===== src/rtl/core/hbdt_pkg.sv =====
// ----------------------------------------------------------------------------
// H-bridge direction control package
// Shared word types, codes and fixed constants for the H-bridge block.
// ----------------------------------------------------------------------------
`default_nettype none

package hbdt_pkg;

  // Number of wheel slots that the 2-bit wheel field can address.
  localparam int unsigned MAX_WHEELS = 4;

  localparam int unsigned DUTY_W   = 16;
  localparam int unsigned LIMIT_W  = 11;
  localparam int unsigned PERIOD_W = 16;
  localparam int unsigned TICK_W   = 8;
  localparam int unsigned CFG_W    = 16;

  // Duty in 1/16 percent: full scale and the turn-off threshold (5 percent).
  localparam logic signed [DUTY_W:0] FULL_DUTY = 17'sd1600;
  localparam logic signed [DUTY_W:0] MIN_DUTY  = 17'sd80;

  // Division by 1600 is a shift by 6 and then a division by 25 done as a
  // multiply by a rounded-up reciprocal. With a 21-bit dividend the
  // reciprocal 2^26/25 rounded up gives the exact floor quotient.
  localparam int unsigned PROD_W     = PERIOD_W + LIMIT_W;
  localparam int unsigned DIV_SHIFT  = 6;
  localparam int unsigned DIVIDEND_W = PROD_W - DIV_SHIFT;
  localparam int unsigned RECIP_W    = 22;
  localparam int unsigned RECIP_SH   = 26;
  localparam int unsigned QUOT_W     = 17;
  localparam logic [RECIP_W-1:0] DIV25_RECIP = 22'd2684355;

  // Function codes of an input word.
  localparam logic FUNC_TICK = 1'b0;
  localparam logic FUNC_CMD  = 1'b1;

  // Configuration register indexes.
  localparam logic CFG_DUTY_LIMIT = 1'b0;
  localparam logic CFG_CNT_PERIOD = 1'b1;

  typedef enum logic [1:0] {
    MODE_REVERSE = 2'd0,
    MODE_BRAKE   = 2'd1,
    MODE_FORWARD = 2'd2
  } mode_e;

  typedef struct packed {
    logic                     func;
    logic [1:0]               wheel;
    logic signed [DUTY_W-1:0] duty_cmd;
  } in_word_t;

  typedef struct packed {
    logic [1:0]          wheel_out;
    logic                drive_cw;
    logic                drive_ccw;
    logic [PERIOD_W-1:0] compare_value;
  } out_word_t;

  // Decision of the wheel controller handed to the scaling pipeline.
  typedef struct packed {
    logic [1:0]         wheel;
    logic               cw;
    logic               ccw;
    logic [LIMIT_W-1:0] duty;
  } drive_t;

endpackage

`default_nettype wire


===== src/rtl/core/hbdt_wheel_ctrl.sv =====
// ----------------------------------------------------------------------------
// Wheel controller
// Per-wheel mode, previous duty and dead-time counters, updated on accept.
// ----------------------------------------------------------------------------
`default_nettype none

module hbdt_wheel_ctrl #(
  parameter int unsigned DEAD_TICKS = 10,
  parameter int unsigned NUM_WHEELS = 4
) (
  input  wire logic                         clk_i,
  input  wire logic                         rst_ni,
  input  wire logic                         accept_i,
  input  wire hbdt_pkg::in_word_t           in_data_i,
  input  wire logic [hbdt_pkg::LIMIT_W-1:0] duty_limit_i,
  output hbdt_pkg::drive_t                  drive_o,
  output logic                              drive_valid_o
);
  import hbdt_pkg::*;

  localparam int unsigned NumSlots = (NUM_WHEELS < MAX_WHEELS) ? NUM_WHEELS : MAX_WHEELS;
  localparam logic [TICK_W-1:0] DeadTicks = TICK_W'(DEAD_TICKS);

  mode_e                    mode_q [NumSlots];
  mode_e                    mode_d [NumSlots];
  logic signed [DUTY_W-1:0] prev_q [NumSlots];
  logic signed [DUTY_W-1:0] prev_d [NumSlots];
  logic [TICK_W-1:0]        tick_q [NumSlots];
  logic [TICK_W-1:0]        tick_d [NumSlots];

  logic                     hit;
  mode_e                    mode_r;
  logic signed [DUTY_W-1:0] prev_r;
  logic [TICK_W-1:0]        tick_r;

  logic signed [DUTY_W:0]   duty_x;
  logic signed [DUTY_W:0]   prev_x;
  logic signed [DUTY_W:0]   diff;
  logic signed [DUTY_W:0]   abs_diff;
  logic signed [DUTY_W:0]   sum;
  logic                     same_sign;
  logic signed [DUTY_W-1:0] duty1;
  mode_e                    target;
  logic                     mode_match;
  logic signed [DUTY_W:0]   duty2;
  logic                     cw_raw;
  logic                     ccw_raw;
  logic                     above_min;
  logic [LIMIT_W-1:0]       duty_c;
  logic signed [DUTY_W-1:0] duty_store;

  // Select the addressed wheel's state.
  always_comb begin
    hit    = 1'b0;
    mode_r = MODE_REVERSE;
    prev_r = '0;
    tick_r = '0;
    for (int k = 0; k < NumSlots; k++) begin
      if (in_data_i.wheel == 2'(k)) begin
        hit    = 1'b1;
        mode_r = mode_q[k];
        prev_r = prev_q[k];
        tick_r = tick_q[k];
      end
    end
  end

  // Averaging of a large same-sign step, target mode and bridge sides.
  always_comb begin
    duty_x    = {in_data_i.duty_cmd[DUTY_W-1], in_data_i.duty_cmd};
    prev_x    = {prev_r[DUTY_W-1], prev_r};
    diff      = duty_x - prev_x;
    abs_diff  = diff[DUTY_W] ? -diff : diff;
    sum       = duty_x + prev_x;
    same_sign = (duty_x > 0 && prev_x > 0) || (duty_x < 0 && prev_x < 0);
    duty1     = (same_sign && abs_diff >= FULL_DUTY) ? sum[DUTY_W:1] : in_data_i.duty_cmd;

    if (duty1 < 0) begin
      target = MODE_REVERSE;
    end else if (duty1 == 0) begin
      target = MODE_BRAKE;
    end else begin
      target = MODE_FORWARD;
    end
    mode_match = (mode_r == target);

    duty2   = {duty1[DUTY_W-1], duty1};
    cw_raw  = 1'b0;
    ccw_raw = 1'b0;
    if (mode_match) begin
      case (target)
        MODE_REVERSE: begin
          duty2   = -{duty1[DUTY_W-1], duty1};
          ccw_raw = 1'b1;
        end
        MODE_BRAKE: begin
          duty2   = FULL_DUTY;
          cw_raw  = 1'b1;
          ccw_raw = 1'b1;
        end
        MODE_FORWARD: begin
          cw_raw = 1'b1;
        end
        default: begin
          cw_raw = 1'b0;
        end
      endcase
    end

    // Above the threshold the duty is positive, so its magnitude bits
    // compare directly against the limit.
    above_min = (duty2 > MIN_DUTY);
    if (!above_min) begin
      duty_c     = '0;
      duty_store = duty2[DUTY_W-1:0];
    end else if (duty2[DUTY_W-1:0] > DUTY_W'(duty_limit_i)) begin
      duty_c     = duty_limit_i;
      duty_store = DUTY_W'(duty_limit_i);
    end else begin
      duty_c     = duty2[LIMIT_W-1:0];
      duty_store = duty2[DUTY_W-1:0];
    end
  end

  // Next state of all wheels.
  always_comb begin
    mode_d = mode_q;
    prev_d = prev_q;
    tick_d = tick_q;
    if (accept_i) begin
      if (in_data_i.func == FUNC_TICK) begin
        for (int k = 0; k < NumSlots; k++) begin
          if (tick_q[k] != '1) begin
            tick_d[k] = tick_q[k] + 1'b1;
          end
        end
      end else begin
        for (int k = 0; k < NumSlots; k++) begin
          if (in_data_i.wheel == 2'(k)) begin
            prev_d[k] = duty_store;
            if (mode_match) begin
              tick_d[k] = '0;
            end else if (tick_r >= DeadTicks) begin
              mode_d[k] = target;
            end
          end
        end
      end
    end
  end

  always_ff @(posedge clk_i or negedge rst_ni) begin
    if (!rst_ni) begin
      for (int k = 0; k < NumSlots; k++) begin
        mode_q[k] <= MODE_REVERSE;
        prev_q[k] <= '0;
        tick_q[k] <= '0;
      end
    end else begin
      mode_q <= mode_d;
      prev_q <= prev_d;
      tick_q <= tick_d;
    end
  end

  assign drive_valid_o = accept_i && (in_data_i.func == FUNC_CMD) && hit;
  assign drive_o.wheel = in_data_i.wheel;
  assign drive_o.cw    = cw_raw && above_min;
  assign drive_o.ccw   = ccw_raw && above_min;
  assign drive_o.duty  = duty_c;

endmodule

`default_nettype wire


===== src/rtl/core/hbdt_scale.sv =====
// ----------------------------------------------------------------------------
// Compare scaling pipeline
// Two registered stages: period times duty, then division by 1600.
// ----------------------------------------------------------------------------
`default_nettype none

module hbdt_scale (
  input  wire logic                          clk_i,
  input  wire logic                          rst_ni,
  input  wire logic                          drive_valid_i,
  input  wire hbdt_pkg::drive_t              drive_i,
  output logic                               ready_o,
  input  wire logic [hbdt_pkg::PERIOD_W-1:0] cnt_period_i,
  output logic                               out_valid_o,
  input  wire logic                          out_ready_i,
  output hbdt_pkg::out_word_t                out_data_o
);
  import hbdt_pkg::*;

  typedef struct packed {
    logic [1:0]        wheel;
    logic              cw;
    logic              ccw;
    logic [PROD_W-1:0] product;
  } stage_t;

  logic      s1_valid_q;
  stage_t    s1_q;
  logic      out_valid_q;
  out_word_t out_q;

  logic                           out_take;
  logic                           s1_take;
  logic [DIVIDEND_W-1:0]          dividend;
  logic [DIVIDEND_W+RECIP_W-1:0]  recip_prod;
  logic [QUOT_W-1:0]              quot;
  logic [PERIOD_W-1:0]            cmp;

  assign out_take = !out_valid_q || out_ready_i;
  assign s1_take  = !s1_valid_q || out_take;
  assign ready_o  = s1_take;

  assign dividend   = s1_q.product[PROD_W-1:DIV_SHIFT];
  assign recip_prod = {{RECIP_W{1'b0}}, dividend} * {{DIVIDEND_W{1'b0}}, DIV25_RECIP};
  assign quot       = recip_prod[RECIP_SH +: QUOT_W];
  assign cmp        = quot[QUOT_W-1] ? '1 : quot[PERIOD_W-1:0];

  always_ff @(posedge clk_i or negedge rst_ni) begin
    if (!rst_ni) begin
      s1_valid_q  <= 1'b0;
      out_valid_q <= 1'b0;
    end else begin
      if (s1_take) begin
        s1_valid_q <= drive_valid_i;
      end
      if (out_take) begin
        out_valid_q <= s1_valid_q;
      end
    end
  end

  always_ff @(posedge clk_i) begin
    if (s1_take && drive_valid_i) begin
      s1_q.wheel   <= drive_i.wheel;
      s1_q.cw      <= drive_i.cw;
      s1_q.ccw     <= drive_i.ccw;
      s1_q.product <= {{LIMIT_W{1'b0}}, cnt_period_i} * {{PERIOD_W{1'b0}}, drive_i.duty};
    end
    if (out_take && s1_valid_q) begin
      out_q.wheel_out     <= s1_q.wheel;
      out_q.drive_cw      <= s1_q.cw;
      out_q.drive_ccw     <= s1_q.ccw;
      out_q.compare_value <= cmp;
    end
  end

  assign out_valid_o = out_valid_q;
  assign out_data_o  = out_q;

endmodule

`default_nettype wire


===== src/rtl/core/h_bridge_direction_dead_time.sv =====
// ----------------------------------------------------------------------------
// H-bridge direction control with dead time
// Drives the bridge sides and PWM compare value of up to four wheels.
// ----------------------------------------------------------------------------
//
//   Channel   Signals                          Direction  Word
//   in        in_valid_i/in_ready_o/in_data_i  input      tick or duty command
//   out       out_valid_o/out_ready_i/out_data_o output   bridge sides, compare
//   cfg       cfg_we_i/cfg_addr_i/cfg_wdata_i  input      register write
//
// One input word is accepted per cycle while the pipeline can take it. The
// wheel state (mode, previous duty and dead-time counter) is read and updated
// in the cycle of acceptance, so a word for the same wheel may follow directly.
// For a command's result word, one stage forms the period-times-duty product,
// the next divides it by 1600 with a reciprocal multiply into the output
// register. Reset puts every wheel in reverse mode with zero duty and zero
// ticks, and the registers at a 1600 duty limit and a 1000 count period. A
// stalled output holds its word; the input keeps being taken while a
// pipeline stage is free. Ticks and commands for absent wheels give no word.
//
`default_nettype none

module h_bridge_direction_dead_time #(
  parameter int unsigned DEAD_TICKS = 10,
  parameter int unsigned NUM_WHEELS = 4
) (
  input  wire logic                       clk_i,
  input  wire logic                       rst_ni,
  input  wire logic                       in_valid_i,
  output logic                            in_ready_o,
  input  wire hbdt_pkg::in_word_t         in_data_i,
  output logic                            out_valid_o,
  input  wire logic                       out_ready_i,
  output hbdt_pkg::out_word_t             out_data_o,
  input  wire logic                       cfg_we_i,
  input  wire logic                       cfg_addr_i,
  input  wire logic [hbdt_pkg::CFG_W-1:0] cfg_wdata_i
);
  import hbdt_pkg::*;

  logic [LIMIT_W-1:0]  duty_limit_q;
  logic [PERIOD_W-1:0] cnt_period_q;

  logic   accept;
  drive_t drive;
  logic   drive_valid;

  // Configuration registers; user writes only while block idle; not enforced.
  always_ff @(posedge clk_i or negedge rst_ni) begin
    if (!rst_ni) begin
      duty_limit_q <= 11'd1600;
      cnt_period_q <= 16'd1000;
    end else if (cfg_we_i) begin
      case (cfg_addr_i)
        CFG_DUTY_LIMIT: duty_limit_q <= cfg_wdata_i[LIMIT_W-1:0];
        CFG_CNT_PERIOD: cnt_period_q <= cfg_wdata_i[PERIOD_W-1:0];
        default:        duty_limit_q <= duty_limit_q;
      endcase
    end
  end

  assign accept = in_valid_i && in_ready_o;

  // Per-wheel decision: averaging, target mode, dead time and clamping.
  hbdt_wheel_ctrl #(
    .DEAD_TICKS (DEAD_TICKS),
    .NUM_WHEELS (NUM_WHEELS)
  ) u_wheel_ctrl (
    .clk_i         (clk_i),
    .rst_ni        (rst_ni),
    .accept_i      (accept),
    .in_data_i     (in_data_i),
    .duty_limit_i  (duty_limit_q),
    .drive_o       (drive),
    .drive_valid_o (drive_valid)
  );

  // Compare value pipeline and output register.
  hbdt_scale u_scale (
    .clk_i         (clk_i),
    .rst_ni        (rst_ni),
    .drive_valid_i (drive_valid),
    .drive_i       (drive),
    .ready_o       (in_ready_o),
    .cnt_period_i  (cnt_period_q),
    .out_valid_o   (out_valid_o),
    .out_ready_i   (out_ready_i),
    .out_data_o    (out_data_o)
  );

endmodule

`default_nettype wire


===== config.mk =====
export PLATFORM = sky130hd
export DESIGN_NAME = h_bridge_direction_dead_time
export DESIGN_NICKNAME = d
export VERILOG_FILES = /design/src/rtl/core/hbdt_pkg.sv /design/src/rtl/core/hbdt_wheel_ctrl.sv /design/src/rtl/core/hbdt_scale.sv /design/src/rtl/core/h_bridge_direction_dead_time.sv
export SDC_FILE = /design/constraint.sdc
export NUM_CORES = 1
export LEC_CHECK = 0
export ABC_AREA = 1
export BUFFER_PORTS_ARGS = -buffer_cell sky130_fd_sc_hd__buf_2
export CORE_MARGIN = 8
export CORE_UTILIZATION = 35
export CTS_CLUSTER_SIZE = 20
export DETAILED_ROUTE_END_ITERATION = 8
export PLACE_DENSITY = 0.58
export SYNTH_ARGS = -nofsm -noshare
export SYNTH_HDL_FRONTEND = slang
export SYNTH_SLANG_ARGS = --single-unit

===== constraint.sdc =====
create_clock -name clk_i -period 29.5 [get_ports clk_i]
set_input_delay 4.425 -clock clk_i [delete_from_list [all_inputs] [get_ports clk_i]]
set_output_delay 4.425 -clock clk_i [all_outputs]
set_load 0.02 [all_outputs]

==> results.ini, run 1 <==
[status]
status=finished, final reports clean

[clock_tree]
ctsHtreeMaxLevel=4
cts.sinks=178
numCtsBuffers=17
clk_path_buf_depth=2
root_buffer=clkbuf_16
clk_pin_slew_ns=0.08
holdBufCountCts=0
cts_setup_buffers=0
clk_latency_ns=0.49
cts_tree=built
cts_resized=0

[timing]
hold_viol=0
worst-slew-pin-transition_ns=1.12
timing.final.crit_share=0.592
rsz0062_at_grt=false
post-route-min-period_ns=17.47
worst_clock_skew_ns=0.0141
fin_tns_setup_ns=0
slew_viol_final=0
maxSlewHeadroom=0.254
setup_viol=0
fmax_mhz=57.2

[critical_path]
critical-path-max-stage-delay_ns=0.68
cp_max_fo=23
cp-startpoint=in_data_i[17]
r2r_start=u_wheel_ctrl.prev_q[49]$_DFFE_PN0P_
reg2reg_depth=68
critPathKind=in -> reg
cp_common_cell=nand2_1
cp.arrival_ns=17.70
r2r-end=u_scale.dividend[16]$_DFFE_PP_
critPathRequiredTime_ns=29.73
cp_slowest_cell=nand2_1
crit_path_end_kind=register
startpoint_type=input pin
reg2reg_slack_ns=16.67

[flow_run]
max-cap-violations=0

[finish]
mostFrequentLayoutCell=nand2_1
most-common-layout-cells=666 x nand2_1, 633 x inv_1, 319 x ha_1
drive_above_1_share=0.0702
n_antenna_cell=0
nets=3793
final_util=0.376
syn_to_final_growth_pct=7.18

[min_path]
hold_path_end=u_scale.out_data_o[17]$_DFFE_PP_
hold_path_depth=0
min_from=u_scale.s1_q[28]$_DFFE_PP_
min_path_type=reg -> reg

[grt]
antenna_found_initial=1
grt_pass1_wl_um=107000
grt_max_degree=71
grt_pass1_vias=19945
grt_usage=0.167
overflow=0

[floorplanning]
design.core.area_um2=71000
fp.dieW_um=283
die-area_um2=80000
start_util=0.351
fp-row-count=98
die_h_um=283
io_pins=63

[routing]
vias_per_cell=4.83
avgRoutedWirePerCell_um=15.9
routed-via-count=19885
drtPass1Iterations=5
drt_wl_total_um=65600
drc=0
drtIter0Drc=1275
ant_nets=0

[yosys]
ys_top_cells_by_area=fa_1 23%, ha_1 16%, dfrtp_1 12%
ys_seq_elements=178
yosys.area.top_type=fa_1
syn-cell-area_um2=24900
yosysWarnings=0
yosysTopAreaCellShare=0.226
syn_inst=3128
syn-mean-instance-area_um2=7.96
synth_fp_nets=3769
ys_types=59
synth-seq-area-share=0.188

[placement]
port_buffers=62
gp_congestion=0.904
dp_hpwl_um=54900

-- layout make-up --
type	count	area [µm²]
clock buffers	20	447
repair buffers	66	347
inverters	668	2510
fillers	7400	44300
flip-flops and latches	178	4690
well taps	950	1190
multi-input cells	2221	17400
clock inverters	11	115
-- critical path, delay by kind of cell --
family	cells	cell delay (ns)
xor gates and xnor gates	1	0.14
adders and majority gates	9	3.95
and+or+nand+nor	33	4.66
buffers and inverters	10	1.58
AOI/OAI and AO/OA	15	2.86
-- worst max path at each step --
stage                                          end  slack, ns  depth (start not counted)
floorplan           u_scale.dividend[20]$_DFFE_PP_      14.15                         79
finish              u_scale.dividend[16]$_DFFE_PP_      12.03                         68
global route        u_scale.dividend[16]$_DFFE_PP_      10.78                         69
CTS                 u_scale.dividend[16]$_DFFE_PP_      12.15                         71
detailed placement  u_scale.dividend[16]$_DFFE_PP_      11.66                         71
global placement    u_scale.dividend[16]$_DFFE_PP_      11.92                         71
-- synth_stat cells (all sizes together) --
cell,n
o21a,9
o21ai,159
o211ai,4
a21o,3
clkbuf,24
and2,1
nor3,37
o31ai,1
a31oi,15
xor2,41
xnor2,8
o22ai,10
o32ai,1
buf,37
or2,9
o2111ai,1
nand2,710
nand4,33
o41ai,2
nor3b,2
a22oi,1
a21oi,129
nor4,8
o21bai,6
inv,662
dfstp,9
clkinv,6
a41oi,3
a221oi,2
fa,281
nor2,248
o221ai,11
a21boi,1
and3,6
a211oi,6
a221o,1
ha,319
edfxtp,45
nand3,143
dfrtp,124
nand3b,10
-- state kept, by name, indices dropped and copies added (netlist names), 4 cells and up --
register / count
cnt_period_q: 16
duty_limit_q: 11
u_scale.dividend: 21
u_scale.out_data_o: 20
u_scale.s1_q: 4
u_wheel_ctrl.mode_q: 8
u_wheel_ctrl.prev_q: 64
u_wheel_ctrl.tick_q: 32
-- through the flow --
step | hold WS [ns] | area, µm² | worst slack (ns) | cells
final | 0.425 | 26700 | 12.03 | 4114
after global routing | 0.438 | 26700 | 10.78 | 4114
after CTS | 0.432 | 26700 | 12.15 | 4114
after detailed placement | 0.417 | 26100 | 11.66 | 4083
after global placement | 0.404 | 26100 | 11.92 | 4083
after floorplan | 0.400 | 24900 | 14.15 | 3128
-- kinds of logic (layout without fill, tap and decap cells) --
| kind of cell | Yosys count | count (layout) | share of synthesized area |
|---|---|---|---|
| and+or+nand+nor | 1207 | 1207 | 0.212 |
| DFF | 178 | 178 | 0.188 |
| buffers and inverters | 729 | 765 | 0.114 |
| AOI/OAI and AO/OA | 365 | 365 | 0.0829 |
| xor gates and xnor gates | 49 | 49 | 0.0172 |
| adders and majority gates | 600 | 600 | 0.386 |
-- layer usage --
metal / vias up / GRT usage / wire, µm
li1: 9854 / - / -
met1: 9540 / 0.232 / 31100
met2: 418 / 0.273 / 30300
met3: 71 / 0.0256 / 2810
met4: 2 / 0.0416 / 1290
met5: - / 0 / 13
Power of run 1 is left out: the tool's default activity adds up to more than one toggle a clock period on the data nets, which glitch-free logic cannot reach.
==> inputs of run 2 (changes only) <==
Settings changed: ABC_AREA 1 to 0.
Clock period 29.5 ns to 16.5 ns, I/O delays scaled along.
==> results.ini, run 2 <==
[status]
status=finished, final reports clean  ; unchanged

[critical_path]
reg2reg_depth=63  ; was 68
cp_max_fo=10  ; was 23
reg2reg_slack_ns=2.73  ; was 16.67 ns
path_buf_inv=11  ; was 10
crit_path_end_kind=register  ; unchanged
critPathTopFamily=compound AO/OA/AOI/OAI gates  ; was simple AND/OR/NAND/NOR gates
critical-path-max-stage-delay_ns=0.55  ; was 0.68 ns
cp.arrival_ns=16.04  ; was 17.70 ns
critPathKind=in -> reg  ; unchanged
cp_slowest_cell=mux4_2  ; was nand2_1
r2r-end=u_scale.dividend[19]$_DFFE_PP_  ; was u_scale.dividend[16]$_DFFE_PP_
startpoint_type=input pin  ; unchanged
r2r_start=u_wheel_ctrl.prev_q[16]$_DFFE_PN0P_  ; was u_wheel_ctrl.prev_q[49]$_DFFE_PN0P_
critPathRequiredTime_ns=16.79  ; was 29.73 ns

[grt]
busiest_layer=met2  ; unchanged
grt_pass1_vias=18777  ; was 19,945
grt_util_met1=0.205  ; was 0.232
overflow=0  ; unchanged
grtUsageMet2=0.287  ; was 0.273
grt_pass1_wl_um=101000  ; was 107,000 µm
grtUsageMet3=0.0270  ; was 0.0256
grt_max_degree=70  ; was 71
grt_usage=0.162  ; was 0.167
antenna_found_initial=8  ; was 1

[yosys]
ys_types=87  ; was 59
yosys.area.top_type=fa_1  ; unchanged
syn_inst=2510  ; was 3,128
synth-seq-area-share=0.197  ; was 0.188
ys_top_cells_by_area=fa_1 24%, ha_1 17%, dfrtp_1 13%  ; was fa_1 23%, ha_1 16%, dfrtp_1 12%
synth_flop_cell=dfrtp_1  ; unchanged
yosysTopAreaCellShare=0.236  ; was 0.226
ys_seq_elements=178  ; unchanged
async_flop_share=0.747  ; unchanged
syn-cell-area_um2=23800  ; was 24,900 µm²
yosys-top-cells-count=475 x inv_1, 319 x ha_1, 281 x fa_1  ; was 666 x nand2_1, 633 x inv_1, 319 x ha_1
yosysWarnings=0  ; unchanged
syn-mean-instance-area_um2=9.48  ; was 7.96 µm²
synth_fp_nets=3151  ; was 3,769
synthMostInstantiatedCell=inv_1  ; was nand2_1
synth_edf_count=45  ; unchanged

[clock_tree]
clk_path_buf_depth=2  ; unchanged
numCtsBuffers=17  ; unchanged
cts_tree=built  ; unchanged
ctsHtreeMaxLevel=4  ; unchanged
cts.sinks=178  ; unchanged
holdBufCountCts=0  ; unchanged
root_buffer=clkbuf_16  ; unchanged
clk_pin_slew_ns=0.08  ; about the same
clk_latency_ns=0.48  ; was 0.49 ns

[finish]
regMostFlops=u_wheel_ctrl.prev_q  ; unchanged
mostFrequentLayoutCell=inv_1  ; was nand2_1
syn_to_final_growth_pct=11.1  ; was 7.18%
nets=3242  ; was 3,793
drive_above_1_share=0.119  ; was 0.0702
fillers=6637  ; was 7,400
final_cells=3490  ; was 4,114
largest_reg_flops=64  ; unchanged
most-common-layout-cells=475 x inv_1, 313 x ha_1, 280 x fa_1  ; was 666 x nand2_1, 633 x inv_1, 319 x ha_1

[routing]
vias_per_cell=5.06  ; was 4.83
drtIter0Drc=913  ; was 1,275
drt_wl_total_um=61700  ; was 65,600 µm
avgRoutedWirePerCell_um=17.7  ; was 15.9 µm
routed-via-count=17659  ; was 19,885
drc=0  ; unchanged
ant_nets=0  ; unchanged
drtPass1Iterations=7  ; was 5

[timing]
slew_viol_final=0  ; unchanged
layout_setup_ws_ns=0.756  ; was 12.03 ns
post-route-min-period_ns=15.74
timing.final.crit_share=0.954
hold_viol=0  ; unchanged
worst_clock_skew_ns=0.0182  ; was 0.0141 ns
fmax_mhz=63.5
holdWs_ns=0.426  ; was 0.425 ns
worst-slew-pin-transition_ns=1.13  ; was 1.12 ns
maxSlewHeadroom=0.244  ; was 0.254
setup_viol=0  ; unchanged

[placement]
dp_hpwl_um=51300  ; was 54,900 µm
post-place-cells=3435  ; was 4,083
port_buffers=62  ; unchanged
place_worst_setup_slack_ns=-0.148  ; was 11.66 ns
gp_congestion=0.904  ; about the same

[floorplanning]
start_util=0.354  ; was 0.351
fp.dieW_um=277  ; was 283 µm
fp-row-count=95  ; was 98
die-area_um2=76600  ; was 80,000 µm²
io_pins=63  ; unchanged
die_h_um=277  ; was 283 µm
design.core.area_um2=67300  ; was 71,000 µm²

[min_path]
min_path_type=reg -> reg  ; unchanged
hold_path_end=u_scale.out_data_o[16]$_DFFE_PP_  ; was u_scale.out_data_o[17]$_DFFE_PP_
hold_path_depth=0  ; unchanged
min_from=u_scale.s1_q[27]$_DFFE_PP_  ; was u_scale.s1_q[28]$_DFFE_PP_

[flow_run]
max-cap-violations=0  ; unchanged

run 2: logic make-up after synthesis:
| group | count (synthesis) | share of synthesized area |
|---|---|---|
| DFF | 178 | 0.197 |
| AOI/OAI and AO/OA | 353 | 0.0983 |
| muxes | 84 | 0.0470 |
| xor gates and xnor gates | 90 | 0.0331 |
| and+or+nand+nor | 654 | 0.132 |
| adders and majority gates | 600 | 0.404 |
| buffers and inverters | 551 | 0.0878 |
run 2: worst max path at each step:
stage / from / to / slack, ns / cells past startpoint
5_1_grt: in_data_i[16] / u_scale.dividend[19]$_DFFE_PP_ / -0.04 / 65
4_1_cts: in_data_i[16] / u_scale.dividend[19]$_DFFE_PP_ / 0.34 / 63
3_3_place_gp: in_data_i[16] / u_scale.dividend[19]$_DFFE_PP_ / 0.29 / 63
2_1_floorplan: in_data_i[17] / u_scale.dividend[19]$_DFFE_PP_ / 0.06 / 65
6_report: in_data_i[16] / u_scale.dividend[19]$_DFFE_PP_ / 0.76 / 65
3_5_place_dp: in_data_i[16] / u_scale.dividend[19]$_DFFE_PP_ / -0.15 / 63
run 2: metrics by stage:
stage	TNS (ns)	area [µm²]	util
detailed placement	-0.344	25500	0.379
floorplan	0	23800	-
finish	0	26400	0.393
CTS	0	26000	0.387
global route	-0.0377	26400	0.393
global placement	0	25500	0.379
run 2: repair_timing:
item	CTS	global route
setup buffers	0	19
setup endpoints to repair	0	12
resized for setup	0	41
run 2: metal layers:
metal  wire [µm]  up-vias
met5          50        -
met4        1080        8
met3        2580       76
met2       30800      330
met1       27200     8782
li1            -     8463
run 2: area by class of cell:
| cell class | count | area, µm² | share of cell area |
|---|---|---|---|
| inverter | 475 | 1780 | 0.0675 |
| multi-input combinational | 1781 | 17200 | 0.652 |
| clock inverter | 15 | 140 | 0.00530 |
| tap | 873 | 1090 | 0.0413 |
| antenna | 3 | 7.51 | 0.000284 |
| sequential | 178 | 4690 | 0.178 |
| clock buffer | 17 | 425 | 0.0161 |
| timing repair buffer | 148 | 1050 | 0.0399 |
Power of run 2 is left out for the same reason.
